--- src/sv/dts_pkg.sv ---
// ----------------------------------------------------------------------------
// dts_pkg
// Shared types and constants of the daily temperature statistics block.
// ----------------------------------------------------------------------------
package dts_pkg;

    localparam int NUM_DAYS_DEF = 7;

    localparam int TICK_W  = 17;
    localparam int DAY_W   = 3;
    localparam int TEMP_W  = 14;
    localparam int COUNT_W = 16;
    localparam int TOTAL_W = 32;
    localparam int CFG_IDX_W  = 2;
    localparam int CFG_DATA_W = 14;

    // ticks * 16 / 210 equals ticks * 8 / 105. The quotient is estimated with
    // a reciprocal multiply (2^27 / 105, rounded down) and corrected once.
    localparam int RECIP_S = 24;
    localparam int RECIP_W = 21;
    localparam int RECIP_M = (1 << (RECIP_S + 3)) / 105;
    localparam int TICKS_DIV = 105;
    localparam int PROD_W  = TICK_W + RECIP_W;
    localparam int REM_W   = TICK_W + 4;

    // 273.15 degrees in 1/16 units, truncated.
    localparam int KELVIN_OFFSET = 4370;
    // 500 degrees in 1/16 units, the starting minimum of a fresh day.
    localparam int FIRST_MIN = 8000;
    localparam int COUNT_MAX = (1 << COUNT_W) - 1;

    localparam logic [CFG_IDX_W-1:0] CFG_ALARM_EN = 2'd0;
    localparam logic [CFG_IDX_W-1:0] CFG_LOW_LIM  = 2'd1;
    localparam logic [CFG_IDX_W-1:0] CFG_HIGH_LIM = 2'd2;

    localparam logic OP_STORE = 1'b0;
    localparam logic OP_CLEAR = 1'b1;

    typedef enum logic [1:0] {
        EV_NONE  = 2'd0,
        EV_COLD  = 2'd1,
        EV_HOT   = 2'd2,
        EV_CLEAR = 2'd3
    } t_event;

    typedef enum logic [2:0] {
        S_IDLE,
        S_CONV,
        S_UPD,
        S_DIV,
        S_FIN
    } t_state;

    typedef struct packed {
        logic signed [TEMP_W-1:0]  min_v;
        logic signed [TEMP_W-1:0]  max_v;
        logic signed [TOTAL_W-1:0] total;
        logic [COUNT_W-1:0]        count;
    } t_day_rec;

    // Start request from the update step to the average divider.
    typedef struct packed {
        logic                start;
        logic                neg;
        logic [TOTAL_W-1:0]  magnitude;
        logic [COUNT_W-1:0]  divisor;
    } t_div_req;

endpackage

--- src/sv/daily_temperature_stats_alarm.sv ---
// ----------------------------------------------------------------------------
// daily_temperature_stats_alarm
// Pulse-width temperature conversion, per-day statistics and threshold alarm.
// ----------------------------------------------------------------------------
// Each store item carries a sensor pulse width in timer ticks, which the block
// converts to 1/16 degree Celsius as floor(ticks * 16 / 210) - 4370, and then
// folds into the record of the addressed day: minimum, maximum, running total
// and a sample count that saturates at 65535 (the total freezes with it). The
// result item reports the converted value, the updated minimum and maximum,
// the average (total over count, truncated toward zero), the count and an
// alarm event. With the alarm enabled, a value below the low limit or above
// the high limit raises one event and sets a latch; the latch clears, with its
// own event, once a value lies strictly between the limits. A clear item
// zeroes every day record but keeps the alarm latch, and returns all zeros. A
// day index at or beyond the number of days stores nothing and reports only
// the temperature. Timing: the block works on one item at a time. A store item
// to a day in range passes through the conversion, the update and the 32-step
// bit-serial average divider before its result is loaded; when the output
// register is free, the input is ready again in the same cycle as the result
// turns valid. A clear item goes from acceptance straight to the output load
// and a store to a day out of range through conversion and update. The result
// sits in an output register, so the next item is accepted while the previous
// result still waits; a second finished item then holds the input off until
// the first result is taken. Day records live in one memory with a registered
// read and per-day valid bits, so reset and clear take effect at once, with
// no clearing pass. Configuration writes are taken at any edge with the write
// enable high and are meant to happen only while the block is idle.
// ----------------------------------------------------------------------------
module daily_temperature_stats_alarm
    import dts_pkg::*;
#(
    parameter int NUM_DAYS = NUM_DAYS_DEF
) (
    input  logic                      i_clk,
    input  logic                      i_rst_n,
    // Configuration write port
    input  logic                      i_cfg_we,
    input  logic [CFG_IDX_W-1:0]      i_cfg_index,
    input  logic [CFG_DATA_W-1:0]     i_cfg_data,
    // Input channel
    input  logic                      i_in_valid,
    output logic                      o_in_ready,
    input  logic                      i_opcode,
    input  logic [DAY_W-1:0]          i_day_index,
    input  logic [TICK_W-1:0]         i_pulse_ticks,
    // Result channel
    output logic                      o_out_valid,
    input  logic                      i_out_ready,
    output logic signed [TEMP_W-1:0]  o_temp_value,
    output logic signed [TEMP_W-1:0]  o_day_min,
    output logic signed [TEMP_W-1:0]  o_day_max,
    output logic signed [TEMP_W-1:0]  o_day_average,
    output logic [COUNT_W-1:0]        o_day_count,
    output logic [1:0]                o_warning_event
);

    localparam int AW = (NUM_DAYS > 1) ? $clog2(NUM_DAYS) : 1;

    // ------------------------------------------------------------------
    // Configuration registers
    // ------------------------------------------------------------------
    logic                      r_alarm_en;
    logic signed [TEMP_W-1:0]  r_low_lim;
    logic signed [TEMP_W-1:0]  r_high_lim;

    always_ff @(posedge i_clk) begin
        if (!i_rst_n) begin
            r_alarm_en <= 1'b0;
            r_low_lim  <= '0;
            r_high_lim <= TEMP_W'(400);
        end else if (i_cfg_we) begin
            case (i_cfg_index)
                CFG_ALARM_EN: r_alarm_en <= i_cfg_data[0];
                CFG_LOW_LIM:  r_low_lim  <= $signed(i_cfg_data[TEMP_W-1:0]);
                CFG_HIGH_LIM: r_high_lim <= $signed(i_cfg_data[TEMP_W-1:0]);
                default: ;
            endcase
        end
    end

    // ------------------------------------------------------------------
    // Control state
    // ------------------------------------------------------------------
    t_state  r_state, n_state;
    logic    in_fire;
    logic    out_load;
    logic    div_done;

    logic    r_op;
    logic    r_day_ok;
    logic [AW-1:0] r_addr;
    logic [TICK_W-1:0] r_ticks;
    logic    r_latch;
    logic    r_out_valid;

    logic    day_ok_in;
    logic [AW-1:0] addr_in;

    assign day_ok_in = (32'(i_day_index) < NUM_DAYS);
    assign addr_in   = AW'(i_day_index);

    always_ff @(posedge i_clk) begin
        if (!i_rst_n) begin
            r_state <= S_IDLE;
        end else begin
            r_state <= n_state;
        end
    end

    always_comb begin
        n_state    = r_state;
        o_in_ready = 1'b0;
        out_load   = 1'b0;
        case (r_state)
            S_IDLE: begin
                o_in_ready = 1'b1;
                if (i_in_valid) begin
                    n_state = (i_opcode == OP_CLEAR) ? S_FIN : S_CONV;
                end
            end
            S_CONV: begin
                n_state = S_UPD;
            end
            S_UPD: begin
                n_state = r_day_ok ? S_DIV : S_FIN;
            end
            S_DIV: begin
                if (div_done) begin
                    n_state = S_FIN;
                end
            end
            S_FIN: begin
                // The output register frees up in the same cycle it is taken.
                if (!r_out_valid || i_out_ready) begin
                    out_load = 1'b1;
                    n_state  = S_IDLE;
                end
            end
            default: begin
                n_state = S_IDLE;
            end
        endcase
    end

    assign in_fire = o_in_ready && i_in_valid;

    // ------------------------------------------------------------------
    // Day record memory with per-day valid bits. An entry that is not
    // valid reads as an empty record. The write happens in the update
    // step and the next read only at a later acceptance, so no two
    // accesses to one entry ever overlap.
    // ------------------------------------------------------------------
    t_day_rec            r_mem [NUM_DAYS];
    t_day_rec            r_rd;
    logic                r_rd_vld;
    logic [NUM_DAYS-1:0] r_valid;
    t_day_rec            wr_rec;
    logic                wr_en;

    always_ff @(posedge i_clk) begin
        if (in_fire && day_ok_in) begin
            r_rd     <= r_mem[addr_in];
            r_rd_vld <= r_valid[addr_in];
        end
        if (wr_en) begin
            r_mem[r_addr] <= wr_rec;
        end
    end

    always_ff @(posedge i_clk) begin
        if (!i_rst_n) begin
            r_valid <= '0;
        end else if (in_fire && (i_opcode == OP_CLEAR)) begin
            r_valid <= '0;
        end else if (wr_en) begin
            r_valid[r_addr] <= 1'b1;
        end
    end

    // ------------------------------------------------------------------
    // Conversion: reciprocal product registered at acceptance, then one
    // remainder check bumps the estimate by one where needed.
    // ------------------------------------------------------------------
    logic [PROD_W-1:0]         r_prod;
    logic signed [TEMP_W-1:0]  r_temp;
    logic [TEMP_W-1:0]         q_est;
    logic [REM_W-1:0]          q_rem;
    logic [TEMP_W-1:0]         q_fix;
    logic [TEMP_W:0]           temp_wide;

    assign q_est = r_prod[RECIP_S +: TEMP_W];
    assign q_rem = REM_W'({r_ticks, 3'b000}) - REM_W'(REM_W'(q_est) * REM_W'(TICKS_DIV));
    assign q_fix = (q_rem >= REM_W'(TICKS_DIV)) ? q_est + 1'b1 : q_est;
    assign temp_wide = {1'b0, q_fix} - (TEMP_W + 1)'(KELVIN_OFFSET);

    always_ff @(posedge i_clk) begin
        if (in_fire) begin
            r_op     <= i_opcode;
            r_day_ok <= day_ok_in;
            r_addr   <= addr_in;
            r_ticks  <= i_pulse_ticks;
            r_prod   <= PROD_W'(i_pulse_ticks) * PROD_W'(RECIP_M);
        end
        if (r_state == S_CONV) begin
            r_temp <= $signed(temp_wide[TEMP_W-1:0]);
        end
    end

    // ------------------------------------------------------------------
    // Update step: read-modify-write of the day record and alarm check.
    // ------------------------------------------------------------------
    t_day_rec                  old_rec;
    logic signed [TEMP_W-1:0]  base_min;
    logic signed [TEMP_W-1:0]  base_max;
    logic signed [TEMP_W-1:0]  new_min;
    logic signed [TEMP_W-1:0]  new_max;
    logic signed [TOTAL_W-1:0] new_total;
    logic [COUNT_W-1:0]        new_count;
    t_event                    ev;
    logic                      n_latch;
    t_div_req                  div_req;

    always_comb begin
        old_rec = r_rd_vld ? r_rd : '0;
        // A day without samples starts from a 500 degree minimum and zero max.
        if (old_rec.count == '0) begin
            base_min = TEMP_W'(FIRST_MIN);
            base_max = '0;
        end else begin
            base_min = old_rec.min_v;
            base_max = old_rec.max_v;
        end
        new_max = (r_temp > base_max) ? r_temp : base_max;
        new_min = (r_temp < base_min) ? r_temp : base_min;
        if (old_rec.count < COUNT_W'(COUNT_MAX)) begin
            new_total = old_rec.total + TOTAL_W'(r_temp);
            new_count = old_rec.count + 1'b1;
        end else begin
            new_total = old_rec.total;
            new_count = old_rec.count;
        end

        ev      = EV_NONE;
        n_latch = r_latch;
        if (r_alarm_en) begin
            if ((r_temp < r_low_lim) && !r_latch) begin
                ev      = EV_COLD;
                n_latch = 1'b1;
            end else if ((r_temp > r_high_lim) && !r_latch) begin
                ev      = EV_HOT;
                n_latch = 1'b1;
            end else if (r_latch && (r_temp < r_high_lim) && (r_temp > r_low_lim)) begin
                ev      = EV_CLEAR;
                n_latch = 1'b0;
            end
        end

        wr_en         = (r_state == S_UPD) && r_day_ok;
        wr_rec.min_v  = new_min;
        wr_rec.max_v  = new_max;
        wr_rec.total  = new_total;
        wr_rec.count  = new_count;

        div_req.start     = wr_en;
        div_req.neg       = new_total[TOTAL_W-1];
        div_req.magnitude = new_total[TOTAL_W-1] ? TOTAL_W'(-new_total)
                                                 : TOTAL_W'(new_total);
        div_req.divisor   = new_count;
    end

    always_ff @(posedge i_clk) begin
        if (!i_rst_n) begin
            r_latch <= 1'b0;
        end else if (wr_en) begin
            r_latch <= n_latch;
        end
    end

    // Day results held until the average is ready.
    logic signed [TEMP_W-1:0] r_res_min;
    logic signed [TEMP_W-1:0] r_res_max;
    logic [COUNT_W-1:0]       r_res_count;
    t_event                   r_res_ev;

    always_ff @(posedge i_clk) begin
        if (wr_en) begin
            r_res_min   <= new_min;
            r_res_max   <= new_max;
            r_res_count <= new_count;
            r_res_ev    <= ev;
        end
    end

    logic signed [TEMP_W-1:0] div_avg;

    dts_div u_div (
        .i_clk     (i_clk),
        .i_rst_n   (i_rst_n),
        .i_req     (div_req),
        .o_done    (div_done),
        .o_average (div_avg)
    );

    // ------------------------------------------------------------------
    // Output register
    // ------------------------------------------------------------------
    logic signed [TEMP_W-1:0] r_out_temp;
    logic signed [TEMP_W-1:0] r_out_min;
    logic signed [TEMP_W-1:0] r_out_max;
    logic signed [TEMP_W-1:0] r_out_avg;
    logic [COUNT_W-1:0]       r_out_count;
    t_event                   r_out_ev;
    logic                     day_fields;

    // Day fields are reported only for a store to a day in range.
    assign day_fields = (r_op == OP_STORE) && r_day_ok;

    always_ff @(posedge i_clk) begin
        if (!i_rst_n) begin
            r_out_valid <= 1'b0;
        end else if (out_load) begin
            r_out_valid <= 1'b1;
        end else if (i_out_ready) begin
            r_out_valid <= 1'b0;
        end
    end

    always_ff @(posedge i_clk) begin
        if (out_load) begin
            r_out_temp  <= (r_op == OP_STORE) ? r_temp : '0;
            r_out_min   <= day_fields ? r_res_min : '0;
            r_out_max   <= day_fields ? r_res_max : '0;
            r_out_avg   <= day_fields ? div_avg : '0;
            r_out_count <= day_fields ? r_res_count : '0;
            r_out_ev    <= day_fields ? r_res_ev : EV_NONE;
        end
    end

    assign o_out_valid     = r_out_valid;
    assign o_temp_value    = r_out_temp;
    assign o_day_min       = r_out_min;
    assign o_day_max       = r_out_max;
    assign o_day_average   = r_out_avg;
    assign o_day_count     = r_out_count;
    assign o_warning_event = r_out_ev;

endmodule

--- src/sv/dts_div.sv ---
// ----------------------------------------------------------------------------
// dts_div
// Bit-serial restoring divider: signed day total over the sample count.
// ----------------------------------------------------------------------------
module dts_div
    import dts_pkg::*;
(
    input  logic                     i_clk,
    input  logic                     i_rst_n,
    input  t_div_req                 i_req,
    output logic                     o_done,
    output logic signed [TEMP_W-1:0] o_average
);

    localparam int CNT_W = $clog2(TOTAL_W);

    logic                r_busy;
    logic                r_done;
    logic [CNT_W-1:0]    r_cnt;
    logic [TOTAL_W-1:0]  r_quo;
    logic [COUNT_W-1:0]  r_rem;
    logic [COUNT_W-1:0]  r_div;
    logic                r_neg;

    logic [COUNT_W:0]    rem_sh;
    logic                fits;
    logic [COUNT_W:0]    rem_sub;
    logic [TEMP_W-1:0]   quo_lo;

    // The dividend shifts out of r_quo while quotient bits shift in.
    assign rem_sh  = {r_rem, r_quo[TOTAL_W-1]};
    assign fits    = (rem_sh >= {1'b0, r_div});
    assign rem_sub = rem_sh - {1'b0, r_div};
    assign quo_lo  = r_quo[TEMP_W-1:0];

    always_ff @(posedge i_clk) begin
        if (!i_rst_n) begin
            r_busy <= 1'b0;
            r_done <= 1'b0;
            r_cnt  <= '0;
        end else begin
            r_done <= 1'b0;
            if (i_req.start) begin
                r_busy <= 1'b1;
                r_cnt  <= '0;
            end else if (r_busy) begin
                r_cnt <= r_cnt + 1'b1;
                if (r_cnt == CNT_W'(TOTAL_W - 1)) begin
                    r_busy <= 1'b0;
                    r_done <= 1'b1;
                end
            end
        end
    end

    always_ff @(posedge i_clk) begin
        if (i_req.start) begin
            r_quo <= i_req.magnitude;
            r_rem <= '0;
            r_div <= i_req.divisor;
            r_neg <= i_req.neg;
        end else if (r_busy) begin
            r_quo <= {r_quo[TOTAL_W-2:0], fits};
            r_rem <= fits ? rem_sub[COUNT_W-1:0] : rem_sh[COUNT_W-1:0];
        end
    end

    // The average magnitude never exceeds the largest sample magnitude.
    assign o_done    = r_done;
    assign o_average = r_neg ? -$signed(quo_lo) : $signed(quo_lo);

endmodule

--- config.mk ---
export PLATFORM = sky130hd
export DESIGN_NAME = daily_temperature_stats_alarm
export DESIGN_NICKNAME = d
export VERILOG_FILES = /design/src/sv/dts_pkg.sv /design/src/sv/daily_temperature_stats_alarm.sv /design/src/sv/dts_div.sv
export SDC_FILE = /design/constraint.sdc
export NUM_CORES = 2
export LEC_CHECK = 0
export BUFFER_PORTS_ARGS = -buffer_cell sky130_fd_sc_hd__buf_4
export CAP_MARGIN = 20
export CELL_PAD_IN_SITES_DETAIL_PLACEMENT = 0
export CELL_PAD_IN_SITES_GLOBAL_PLACEMENT = 1
export CORE_UTILIZATION = 30
export DETAILED_ROUTE_END_ITERATION = 12
export GPL_ROUTABILITY_DRIVEN = 1
export PLACE_DENSITY = 0.62
export SLEW_MARGIN = 25
export SYNTH_ARGS = -nofsm -noshare
export SYNTH_HDL_FRONTEND = slang
export SYNTH_SLANG_ARGS = --single-unit
--- constraint.sdc ---
create_clock -name i_clk -period 12.6 [get_ports i_clk]
set_input_delay 0.63 -clock i_clk [delete_from_list [all_inputs] [get_ports i_clk]]
set_output_delay 0.63 -clock i_clk [all_outputs]
set_load 0.02 [all_outputs]
==> results by group <==
Synthesis
  • Netlist cell types: 112
  • Largest cells by area after synthesis: edfxtp_1 53%, ha_1 8.1%, fa_1 4.1%
  • Top cell type's share of synthesized area: 53.3%
  • #FFs+latches synth: 876
  • Synth Area in Simple Gates: a little under a tenth
  • Cell Area, Synth: 45700 sq um
  • Post-synthesis share of cell area spent on full adders, half adders and majority gates: 12.2%
  • Dominant synthesized flop cell: edfxtp_1
  • Mux share of post-synthesis cell area: between 8 and 9%
  • Post-synth net total: 3914
  • Number of synthesized flops with an enable pin: about 810
  • Sequential-to-total area share from yosys stat: 56.1%
  • Complex-gate fraction of the synthesized area: 7.94%
  • Cell type with the highest aggregate area in the netlist: edfxtp_1
  • Main combinational cell family by area after synthesis: adder cells
  • Mapped Avg Cell Area: 13.1 sq um
  • Asr flop ratio synth: 0%
  • YS warnings: 0
  • Post-synthesis share of cell area spent on xor and xnor gates: 2.20%
  • Cell count after synthesis: roughly 3500

Cells and area
  • Synthesis-to-finish area growth: 14.4%
  • # nets final: roughly 4100
  • Highest-count cells in the layout ignoring fill and taps: 812 x edfxtp_1, 302 x nand2_1, 297 x ha_1
  • Multi-input logic area: ~18000 sq um
  • Proportion of layout cells with a drive suffix above 1: around 15%
  • Sequential cell area in the final layout: around 26000 sq um
  • Filler cell count: between 10000 and 15000
  • Share of the core filled with cells in the final layout: a little over a third
  • Most common cell after layout, fill and taps aside: edfxtp_1

Floorplanning
  • Starting density of the core: between 30% and 40%
  • Number of ports placed on the die boundary: 118
  • Width of the die: 392 um
  • Core Area: 150000 sq um
  • # rows: between 100 and 150
  • Y dimension of the die: between 300 and 400 um
  • Full die area: around 150000 sq um

Timing
  • Unrepaired setup endpoints after global routing: no
  • Period Utilization, post-route: between 50% and 60%
  • Final Hold Viols: 0
  • Hold_ws: 135 ps
  • Worst-case clock skew: a little under 60 ps
  • Setup violation total in the final timing report: 0
  • Max frequency: 153 MHz
  • Setup WS post-layout: around 6100 ps
  • Post-layout min period: 6530 ps
  • Post-route setup TNS: 0 ps
  • Relative slew slack: 30.2%
  • Transition time at the pin with the least slew margin: around 1000 ps
  • Final count of pins violating max slew: 0

Placement
  • Place WS: approximately 6000 ps
  • Count of input and output buffers: around 120
  • HPWL after detailed placement: just under 80000 um
  • Final weighted congestion in routability-driven placement: around 0.85

Critical path
  • Setup crit start kind: flop
  • Ordered cell list for the critical path: ha_1, fa_1, inv_1, fa_1, inv_1, fa_1, inv_1, ha_1, nand3_1, or4_4, and2_4, a221o_1, a211oi_2, and4_1, nor2_1, xnor2_1, ha_1, and3_1, a21oi_1, nor2_1, a221oi_1, xnor2_1
  • Crit path DAT: ~7000 ps
  • Critical Path End Type: flop
  • Buffers & Inverters on Critical Path: 3
  • Family with the most delay on the worst path: adder cells
  • Worst Path Class, Setup: reg -> reg
  • Slowest stage delay, CP: about 690 ps
  • Peak fanout along the critical path: 11
  • CP max stage cell: edfxtp_1
  • Worst Path Required: 13010 ps

CTS
  • Root Driver: clkbuf_16
  • Post CTS Setup Buffer Count: 0
  • Clock sinks: 876
  • Clock-pin slew reported for the worst setup and hold paths after clock tree synthesis: 60 ps
  • Clock latency on the worst-skew pair: around 730 ps
  • Cts bufs inserted: 94
  • Deepest level of the CTS H-tree: 3
  • Clock Path Buffers: 3
  • CTS hold repair buffers: 0
  • Count of cells resized by post-cts repair: 0
  • Clock tree from TritonCTS: done

Drt
  • DRC violation count after routing: 0
  • Mean routed wirelength per cell: 20.4 um
  • Final ANT Viol Nets: 0
  • Total detailed-routing wirelength: about 120000 um
  • Starting DRT DRC Count: about 1800
  • Via count of the routed design: ~28000
  • Routed vias/inst: 4.83
  • Initial DRT Pass Iterations: 5

Global routing
  • Total global routing overflow: 0
  • Initial antenna violation count: 2
  • Largest net degree at the start of global routing: approximately 120
  • Total global routing track utilization: about 15%
  • Wire length of the first global-routing pass: 178000 um
  • Via count of the first global-routing pass: 27900

Hold path
  • Class of the tightest hold or removal check: in -> reg

Flow run
  • Reported max-cap violation count: 0

Power and ir drop
  • Leakage power: 19.6 nW
  • Power density cells: between 200 and 300 nW/um^2
  • Worst VDD drop: 0.000408 V

Status
  • Run status: finished, final reports clean
-- worst paths after layout --
kind,from,end,slack [ps],depth (start not counted)
worst max-delay path,r_prod[29]$_DFFE_PP_,r_temp[5]$_DFFE_PP_,6070,22
worst min-delay path,i_opcode,r_op$_DFFE_PP_,140,1
worst max register to register,r_prod[29]$_DFFE_PP_,r_temp[5]$_DFFE_PP_,6070,22
worst min register to register,r_high_lim[12]$_SDFFE_PN0P_,r_high_lim[12]$_SDFFE_PN0P_,460,2
-- synth_stat cells (7+ instances only) --
| library cell | number |
|---|---|
| edfxtp_1 | 812 |
| nand2_1 | 302 |
| ha_1 | 297 |
| inv_1 | 290 |
| o21ai_0 | 196 |
| nor2_1 | 149 |
| mux2i_1 | 121 |
| a21oi_1 | 95 |
| fa_1 | 93 |
| clkbuf_1 | 90 |
| mux2_2 | 81 |
| mux4_2 | 77 |
| and2_1 | 69 |
| dfxtp_1 | 64 |
| xnor2_1 | 62 |
| nand3_1 | 61 |
| xor2_1 | 49 |
| a21o_1 | 46 |
| nor3_1 | 43 |
| a21boi_0 | 32 |
| nand4_1 | 30 |
| nor2b_1 | 27 |
| o211ai_1 | 26 |
| o21a_1 | 24 |
| and3_1 | 21 |
| buf_1 | 20 |
| nor4_1 | 20 |
| nand2b_1 | 18 |
| a211oi_1 | 17 |
| o31ai_1 | 16 |
| or3_1 | 16 |
| or4_1 | 13 |
| a31oi_1 | 11 |
| buf_2 | 9 |
| nand3b_1 | 8 |
| nand4b_1 | 8 |
| nor3b_1 | 7 |
-- final cells by class --
type / count / share of cell area, %
clock inverter: 65 / 1.45
clock buffer: 108 / 4.70
timing repair buffer: 172 / 2.54
sequential: 876 / 49.1
inverter: 291 / 2.09
antenna: 1 / 0.00478
multi-input combinational: 2186 / 35.3
tap: 2016 / 4.82
-- where the power goes --
part           internal (W)  switching [W]  total (W)
Combinational       0.00302        0.00418    0.00720
Sequential          0.00345       0.000152    0.00361
Clock               0.00164        0.00122    0.00286
Total               0.00811        0.00555     0.0137
-- through the flow --
step / cell area [sq um] / power (W) / std cells
after floorplan: 45700 / 0.00925 / 3482
after global placement: 49100 / 0.0109 / 5540
after detailed placement: 49100 / 0.0109 / 5540
after CTS: 52300 / 0.0138 / 5713
after global routing: 52300 / 0.0147 / 5714
final: 52300 / 0.0137 / 5715
-- kinds of logic after synthesis --
kind of cell / count (synthesis)
flops: 876
simple gates: 846
compound gates: 558
buf+inv: 420
fa+ha+maj: 390
mux: 279
xor+xnor: 113
-- flip-flops by register name, indices dropped and copies added, names as in the netlist, 16 cells and up --
| name | count |
|---|---|
| o_day_count | 16 |
| r_mem | 532 |
| r_rd | 76 |
| r_ticks | 17 |
| u_div.r_div | 16 |
| u_div.r_quo | 32 |
| u_div.r_rem | 16 |
-- layer usage --
layer	wire length, um	GRT usage [%]
met2	54500	24.7
met5	0	0
met1	55600	21.5
met3	4670	2.43
met4	1990	3.24
No activity file was read; power rests on OpenSTA's default activity.
